## config.mk

```make
export PLATFORM = sky130hd
export DESIGN_NAME = rgb_to_hsl_converter
export DESIGN_NICKNAME = d
export VERILOG_FILES = /design/src/rtl/r2h_pkg.sv /design/src/rtl/r2h_front.sv /design/src/rtl/r2h_divider.sv /design/src/rtl/r2h_back.sv /design/src/rtl/rgb_to_hsl_converter.sv
export SDC_FILE = /design/constraint.sdc
export NUM_CORES = 1
export LEC_CHECK = 0
export ABC_AREA = 1
export BUFFER_PORTS_ARGS = -buffer_cell sky130_fd_sc_hd__clkbuf_2
export CORE_UTILIZATION = 45
export CTS_BUF_LIST = sky130_fd_sc_hd__clkbuf_16
export CTS_CLUSTER_DIAMETER = 30
export DETAILED_ROUTE_END_ITERATION = 10
export GPL_TIMING_DRIVEN = 0
export SETUP_SLACK_MARGIN = 0.5
export SYNTH_ARGS = -nofsm -noshare
export SYNTH_HDL_FRONTEND = slang
export SYNTH_HIERARCHICAL = 1
export SYNTH_SLANG_ARGS = --single-unit
```

## constraint.sdc

```tcl
create_clock -name clock -period 15.9 [get_ports clock]
set_input_delay 3.18 -clock clock [delete_from_list [all_inputs] [get_ports clock]]
set_output_delay 3.18 -clock clock [all_outputs]
set_load 0.05 [all_outputs]
```

## src/rtl/r2h_pkg.sv

```systemverilog
`default_nettype none

package r2h_pkg;

   localparam int COMP_W     = 8;
   localparam int SUM_W      = COMP_W + 1;
   localparam int QUO_W      = 20;
   localparam int RQ_W       = COMP_W + QUO_W;
   localparam int DIV_STAGES = 5;
   localparam int DIV_STEPS  = QUO_W / DIV_STAGES;
   localparam int HUE_W      = 15;
   localparam int SAT_W      = 16;
   localparam int HQ_W       = 12;

   localparam logic [HUE_W-1:0] HUE_RED_OFF   = 15'd0;
   localparam logic [HUE_W-1:0] HUE_GREEN_OFF = 15'd7680;
   localparam logic [HUE_W-1:0] HUE_BLUE_OFF  = 15'd15360;
   localparam logic [HUE_W:0]   HUE_FULL      = 16'd23040;

   typedef enum logic [1:0] {
      SECTOR_RED,
      SECTOR_GREEN,
      SECTOR_BLUE
   } sector_type;

   typedef struct packed {
      logic              grey;
      logic              neg;
      sector_type        sector;
      logic [SUM_W-1:0]  sum;
      logic [COMP_W-1:0] hue_den;
      logic [COMP_W-1:0] sat_den;
      logic [RQ_W-1:0]   hue_rq;
      logic [RQ_W-1:0]   sat_rq;
   } div_type;

   typedef struct packed {
      logic [SUM_W-1:0] lightness_sum;
      logic [SAT_W-1:0] saturation;
      logic [HUE_W-1:0] hue;
   } rsp_type;

   // One restoring division step: remainder in the upper bits, dividend
   // shifting out of and quotient shifting into the lower bits.
   function automatic logic [RQ_W-1:0] div_step(input logic [RQ_W-1:0] rq,
                                                input logic [COMP_W-1:0] den);
      logic [COMP_W:0] top;
      logic            qbit;
      top  = rq[RQ_W-1:QUO_W-1];
      qbit = 1'b0;
      if (top >= {1'b0, den}) begin
         top  = top - {1'b0, den};
         qbit = 1'b1;
      end
      return {top[COMP_W-1:0], rq[QUO_W-2:0], qbit};
   endfunction

endpackage

`default_nettype wire

```

## src/rtl/r2h_front.sv

```systemverilog
`default_nettype none

module r2h_front
   import r2h_pkg::*;
(
   input  wire logic              clock,
   input  wire logic              reset,
   input  wire logic              in_valid,
   output logic                   in_ready,
   input  wire logic [COMP_W-1:0] red,
   input  wire logic [COMP_W-1:0] green,
   input  wire logic [COMP_W-1:0] blue,
   output logic                   out_valid,
   input  wire logic              out_ready,
   output div_type                out_data
);

   logic              vld_ff;
   div_type           data_ff;
   div_type           data_in;
   logic [COMP_W-1:0] mx;
   logic [COMP_W-1:0] mn;
   logic [COMP_W-1:0] op_a;
   logic [COMP_W-1:0] op_b;
   logic [COMP_W:0]   diff;
   logic [COMP_W:0]   neg_diff;
   logic [COMP_W-1:0] absv;
   logic [HQ_W-1:0]   x15;
   logic [SUM_W-1:0]  sum;
   logic [SUM_W-1:0]  inv_sum;
   logic [COMP_W-1:0] d;
   sector_type        sector;

   assign in_ready = !vld_ff || out_ready;

   always_comb begin
      if (red >= green && red >= blue) begin
         sector = SECTOR_RED;
         mx     = red;
         op_a   = green;
         op_b   = blue;
      end else if (green >= blue) begin
         sector = SECTOR_GREEN;
         mx     = green;
         op_a   = blue;
         op_b   = red;
      end else begin
         sector = SECTOR_BLUE;
         mx     = blue;
         op_a   = red;
         op_b   = green;
      end
      mn = (red <= green) ? red : green;
      if (blue < mn) begin
         mn = blue;
      end
      diff     = {1'b0, op_a} - {1'b0, op_b};
      neg_diff = {1'b0, op_b} - {1'b0, op_a};
      absv     = diff[COMP_W] ? neg_diff[COMP_W-1:0] : diff[COMP_W-1:0];
      x15      = {absv, 4'b0000} - {4'b0000, absv};
      sum      = {1'b0, mx} + {1'b0, mn};
      inv_sum  = 9'd510 - sum;
      d        = mx - mn;

      data_in.grey    = (d == '0);
      data_in.neg     = diff[COMP_W];
      data_in.sector  = sector;
      data_in.sum     = sum;
      data_in.hue_den = d;
      data_in.sat_den = (sum < 9'd255) ? sum[COMP_W-1:0] : inv_sum[COMP_W-1:0];
      data_in.hue_rq  = {{COMP_W{1'b0}}, x15, 8'h00};
      data_in.sat_rq  = {4'b0000, d, 16'h0000};
   end

   always_ff @(posedge clock) begin
      if (reset) begin
         vld_ff <= 1'b0;
      end else if (in_ready) begin
         vld_ff <= in_valid;
      end
   end

   always_ff @(posedge clock) begin
      if (in_ready && in_valid) begin
         data_ff <= data_in;
      end
   end

   assign out_valid = vld_ff;
   assign out_data  = data_ff;

endmodule

`default_nettype wire

```

## src/rtl/r2h_divider.sv

```systemverilog
`default_nettype none

module r2h_divider
   import r2h_pkg::*;
(
   input  wire logic    clock,
   input  wire logic    reset,
   input  wire logic    in_valid,
   output logic         in_ready,
   input  wire div_type in_data,
   output logic         out_valid,
   input  wire logic    out_ready,
   output div_type      out_data
);

   logic    vld_ff  [DIV_STAGES];
   div_type data_ff [DIV_STAGES];
   div_type data_in [DIV_STAGES];
   logic    stage_rdy [DIV_STAGES+1];

   always_comb begin
      stage_rdy[DIV_STAGES] = out_ready;
      for (int i = DIV_STAGES - 1; i >= 0; i--) begin
         stage_rdy[i] = !vld_ff[i] || stage_rdy[i+1];
      end
   end

   always_comb begin
      for (int i = 0; i < DIV_STAGES; i++) begin
         data_in[i] = (i == 0) ? in_data : data_ff[(i == 0) ? 0 : i - 1];
         for (int s = 0; s < DIV_STEPS; s++) begin
            data_in[i].hue_rq = div_step(data_in[i].hue_rq, data_in[i].hue_den);
            data_in[i].sat_rq = div_step(data_in[i].sat_rq, data_in[i].sat_den);
         end
      end
   end

   always_ff @(posedge clock) begin
      if (reset) begin
         for (int i = 0; i < DIV_STAGES; i++) begin
            vld_ff[i] <= 1'b0;
         end
      end else begin
         for (int i = 0; i < DIV_STAGES; i++) begin
            if (stage_rdy[i]) begin
               vld_ff[i] <= (i == 0) ? in_valid : vld_ff[(i == 0) ? 0 : i - 1];
            end
         end
      end
   end

   always_ff @(posedge clock) begin
      for (int i = 0; i < DIV_STAGES; i++) begin
         if (stage_rdy[i]) begin
            data_ff[i] <= data_in[i];
         end
      end
   end

   assign in_ready  = stage_rdy[0];
   assign out_valid = vld_ff[DIV_STAGES-1];
   assign out_data  = data_ff[DIV_STAGES-1];

   // The partial remainder of a pixel with color must stay below its divisor.
   assert property (@(posedge clock) disable iff (reset)
      out_valid && !out_data.grey |->
         out_data.hue_rq[RQ_W-1:QUO_W] < out_data.hue_den)
      else $error("hue remainder not below divisor");

   assert property (@(posedge clock) disable iff (reset)
      out_valid && !out_data.grey |->
         out_data.sat_rq[RQ_W-1:QUO_W] < out_data.sat_den)
      else $error("saturation remainder not below divisor");

   assert property (@(posedge clock) disable iff (reset)
      out_valid && !out_data.grey |-> out_data.sat_rq[QUO_W-1:0] <= 20'h10000)
      else $error("saturation quotient out of range");

endmodule

`default_nettype wire

```

## src/rtl/r2h_back.sv

```systemverilog
`default_nettype none

module r2h_back
   import r2h_pkg::*;
(
   input  wire logic    clock,
   input  wire logic    reset,
   input  wire logic    in_valid,
   output logic         in_ready,
   input  wire div_type in_data,
   output logic         out_valid,
   input  wire logic    out_ready,
   output rsp_type      out_data
);

   logic             vld_ff;
   rsp_type          data_ff;
   rsp_type          data_in;
   logic [HUE_W-1:0] off;
   logic [HQ_W-1:0]  hq;
   logic [QUO_W-1:0] sq;
   logic [HUE_W:0]   hue_pos;
   logic [HUE_W:0]   hue_neg;
   logic [HUE_W:0]   hue_wrap;
   logic [HUE_W:0]   hue_full;

   assign in_ready = !vld_ff || out_ready;

   always_comb begin
      unique case (in_data.sector)
         SECTOR_RED:   off = HUE_RED_OFF;
         SECTOR_GREEN: off = HUE_GREEN_OFF;
         SECTOR_BLUE:  off = HUE_BLUE_OFF;
         default:      off = HUE_RED_OFF;
      endcase
      hq       = in_data.hue_rq[HQ_W-1:0];
      sq       = in_data.sat_rq[QUO_W-1:0];
      hue_pos  = {1'b0, off} + {4'b0000, hq};
      hue_neg  = {1'b0, off} - {4'b0000, hq};
      hue_wrap = hue_neg + HUE_FULL;
      if (!in_data.neg) begin
         hue_full = hue_pos;
      end else if (hue_neg[HUE_W]) begin
         hue_full = hue_wrap;
      end else begin
         hue_full = hue_neg;
      end

      data_in.lightness_sum = in_data.sum;
      if (in_data.grey) begin
         data_in.hue        = '0;
         data_in.saturation = '0;
      end else begin
         data_in.hue        = hue_full[HUE_W-1:0];
         data_in.saturation = (sq[QUO_W-1:SAT_W] != '0) ? {SAT_W{1'b1}} : sq[SAT_W-1:0];
      end
   end

   always_ff @(posedge clock) begin
      if (reset) begin
         vld_ff <= 1'b0;
      end else if (in_ready) begin
         vld_ff <= in_valid;
      end
   end

   always_ff @(posedge clock) begin
      if (in_ready && in_valid) begin
         data_ff <= data_in;
      end
   end

   assign out_valid = vld_ff;
   assign out_data  = data_ff;

endmodule

`default_nettype wire

```

## src/rtl/rgb_to_hsl_converter.sv

```systemverilog
// An accepted input transaction reaches its result through one front stage,
// five divider stages and one output register. Throughput: one pixel per
// cycle while rsp_tready does not stall the pipeline; each divider stage
// retires four quotient bits of both the hue and the saturation divisions.
// Reset clears all stage valid bits; data registers are not reset.
`default_nettype none

module rgb_to_hsl_converter
   import r2h_pkg::*;
(
   input  wire logic        clock,
   input  wire logic        reset,
   input  wire logic        req_tvalid,
   output logic             req_tready,
   input  wire logic [23:0] req_tdata,  // red [7:0], green [15:8], blue [23:16]
   output logic             rsp_tvalid,
   input  wire logic        rsp_tready,
   output logic [39:0]      rsp_tdata   // hue [14:0], saturation [30:15],
                                        // lightness_sum [39:31]
);

   logic    front_valid;
   logic    front_ready;
   div_type front_data;
   logic    div_valid;
   logic    div_ready;
   div_type div_data;
   rsp_type rsp_data;

   r2h_front u_front (
      .clock     (clock),
      .reset     (reset),
      .in_valid  (req_tvalid),
      .in_ready  (req_tready),
      .red       (req_tdata[7:0]),
      .green     (req_tdata[15:8]),
      .blue      (req_tdata[23:16]),
      .out_valid (front_valid),
      .out_ready (front_ready),
      .out_data  (front_data)
   );

   r2h_divider u_divider (
      .clock     (clock),
      .reset     (reset),
      .in_valid  (front_valid),
      .in_ready  (front_ready),
      .in_data   (front_data),
      .out_valid (div_valid),
      .out_ready (div_ready),
      .out_data  (div_data)
   );

   r2h_back u_back (
      .clock     (clock),
      .reset     (reset),
      .in_valid  (div_valid),
      .in_ready  (div_ready),
      .in_data   (div_data),
      .out_valid (rsp_tvalid),
      .out_ready (rsp_tready),
      .out_data  (rsp_data)
   );

   assign rsp_tdata = rsp_data;

   assert property (@(posedge clock) reset |=> !rsp_tvalid)
      else $error("result valid after reset");

   assert property (@(posedge clock) disable iff (reset)
      rsp_tvalid |-> rsp_data.hue < 15'd23040)
      else $error("hue out of range");

   // Black and white pixels are grey and carry neither hue nor saturation.
   assert property (@(posedge clock) disable iff (reset)
      rsp_tvalid && (rsp_data.lightness_sum == 9'd0 || rsp_data.lightness_sum == 9'd510)
      |-> rsp_data.hue == '0 && rsp_data.saturation == '0)
      else $error("black or white pixel with hue or saturation");

endmodule

`default_nettype wire
```

==> flow_metrics.py <==
metrics = {
    "sta": {
        "hold_viol": 0,
        "min_period_ns": 9.48,
        "setup_tns_ns": 0,
        "setup_violations": 0,
        "rsz0062_at_grt": "false",
        "clock_skew_ns": 0.0288,
        "worstMarginPinSlew_ns": 0.745,
        "min_period_over_period_pct": 59.6,
        "whs_ns": 0.401,
        "slew-limit-headroom_pct": 50.1,
        "fmax_ghz": 0.106,
        "slew_viol_final": 0,
    },
    "die": {
        "start_util_pct": 45.5,
        "die_w_um": 290,
        "fp.coreArea_um2": 82000,
        "std_cell_rows": 105,
        "dieArea_um2": 84000,
        "die_h_um": 290,
        "num_io_pins": 70,
    },
    "setup_path": {
        "rr_startpoint": "u_divider/data_ff[0][144]",
        "cpPeakStageDelay_ns": 0.47,
        "path_class": "in2out",
        "worstPathArrival_ns": 6.30,
        "crit_fanout": 42,
        "cp-end-kind": "output port",
        "r2r-end": "u_divider/data_ff[0][194]",
        "critPathBufInv": 8,
        "ff2ff_setup_slack_ns": 8.25,
        "crit_slowest_cell": "nand2_4",
        "crit_required_ns": 12.72,
        "critPathTopFamily": "simple AND/OR/NAND/NOR gates",
        "crit_path_start_kind": "input port",
        "r2r_cells": 40,
        "path_cells": "clkbuf_2 > inv_1 > nand2_1 > inv_1 > nand2_2 > nor2_1 > inv_4 > nor2_1 > inv_4 > nor2_1 > nand2_4 > buf_16 > inv_1 > nand2_1 > clkbuf_2",
    },
    "global_route": {
        "grt_pass1_wl_mm": 135,
        "grt_usage_pct": 19.6,
        "grt_pass1_vias": 27658,
        "antenna_found_initial": 1,
        "globalRoute.totalOverflow": 0,
        "grt_max_degree": 70,
    },
    "final_layout": {
        "layout-drive-gt1-share_pct": 14.8,
        "nNetsFinal": 5212,
        "fillCellCount": 7761,
        "area_delta_synth_final_pct": 14.5,
    },
    "drt": {
        "top_layer_used": "met4",
        "drtPass1Iterations": 6,
        "drt-met1-wl_mm": 39.1,
        "vias": 28926,
        "route.met2.wl_mm": 37.0,
        "wl_mm": 80.8,
        "post-route-drc-count": 0,
        "postRouteAntennaNets": 0,
        "wl_per_cell_um": 13.7,
        "avgViaCountPerCell": 4.91,
        "met3_length_mm": 3.06,
        "drtIter0Drc": 1382,
    },
    "clocking": {
        "cts-resized-gates": 0,
        "cts_root_buffer": "clkbuf_16",
        "clk_latency_ns": 0.64,
        "clockBufferDepth": 3,
        "cts_hold_buffers": 0,
        "htreeDepth": 3,
        "clock_sinks": 443,
        "post_cts_buffers": 0,
        "cts_tree": "built",
        "cts_buffers": 93,
        "path_clk_slew_ns": 0.06,
    },
    "min_path": {
        "hp-class": "reg2reg",
        "hold-path-cell-count": 0,
        "min_to": "u_divider/data_ff[0][80]",
        "hold_path_startpoint": "u_front/out_data[80]",
    },
    "place": {
        "hpwlAfterDp_mm": 64.1,
        "portBuffers": 69,
        "place.gp.congestion": 0.893,
    },
    "synth": {
        "synthCells": 4537,
        "synth_warnings": 6,
        "avgSynthCellArea_um2": 8.21,
        "synth_area_um2": 37300,
    },
    "outcome": {
        "status": "complete, no violations",
    },
    "run": {
        "drv_cap": 0,
    },
}
==> worst register-to-register path: cells and delay by family, from the launching register on <==
family | cells | cell delay, ns
flip-flops | 1 | 0.45
buffers and inverters | 7 | 0.91
adder cells (fa/ha/maj) | 4 | 1.34
AO/OA/AOI/OAI | 11 | 2.95
AND/OR/NAND/NOR | 18 | 1.86
==> worst max-delay path by stage <==
stage / cells past startpoint / to / slack [ns] / startpoint
floorplan: 12 / req_tready / 2.28 / rsp_tready
global placement: 14 / req_tready / -1.49 / rsp_tready
detailed placement: 15 / req_tready / 6.34 / rsp_tready
CTS: 15 / req_tready / 6.33 / rsp_tready
global route: 15 / req_tready / 6.02 / rsp_tready
finish: 15 / req_tready / 6.42 / rsp_tready
==> per-stage QoR <==
stage	cells	util (%)	cell area, µm²	setup WS [ns]
5_1_grt	5892	52.1	42700	6.02
3_3_place_gp	5711	47.7	39100	-1.49
6_report	5893	52.1	42700	6.42
3_5_place_dp	5718	47.9	39300	6.34
2_1_floorplan	4572	-	37400	2.28
4_1_cts	5892	52.1	42700	6.33
==> registers in the layout, summed over array words and instances, names as in the netlist <==
name               flops
u_front/out_data      39
u_divider/vld_ff       5
u_front/out_valid      1
u_back/out_data       40
u_back/out_valid       1
u_divider/data_ff    357
==> metal layers <==
metal  track usage, %  vias to the layer above
li1                 -                    15305
met1             26.5                    13053
met2             32.8                      457
met3             2.65                      111
met4             5.51                        0
met5                0                        -
==> placed cells by master (no fill, tap or decap), types with 11 or more instances in the layout <==
master,instances
buf_6,23
nand3_2,30
a21oi_2,15
nand2_4,15
o21ai_2,33
xnor2_1,69
edfxtp_1,441
nor2_4,15
nor2_2,27
inv_1,670
ha_1,398
fa_1,43
o22ai_1,11
o21ai_0,125
o21a_1,12
clkinvlp_4,12
nand3_1,176
nor3_1,34
o211ai_1,19
nand2_2,89
nand3b_1,26
bufinv_16,15
a21oi_1,257
o21ai_1,58
clkinv_4,13
clkbuf_2,69
clkbuf_16,95
inv_6,12
conb_1,36
nor2_1,255
inv_2,54
nand2_1,1184
xor2_1,134
or2_2,22
buf_4,99
nand4_1,67
==> layout make-up <==
cell class              count  area, µm²  share of cell area (%)
flip-flops and latches    443      13300                    31.1
multi-input cells        3262      20300                    47.6
inverters                 729       2760                    6.46
clock inverters            79        998                    2.34
repair buffers             76        515                    1.21
well taps                1070       1340                    3.14
diodes                      1       2.50                 0.00586
clock buffers              95       2380                    5.57
plain buffers             138       1070                    2.52
Power is not shown: default switching activity piles up to over one toggle a cycle in this logic, so the estimate is an artifact.
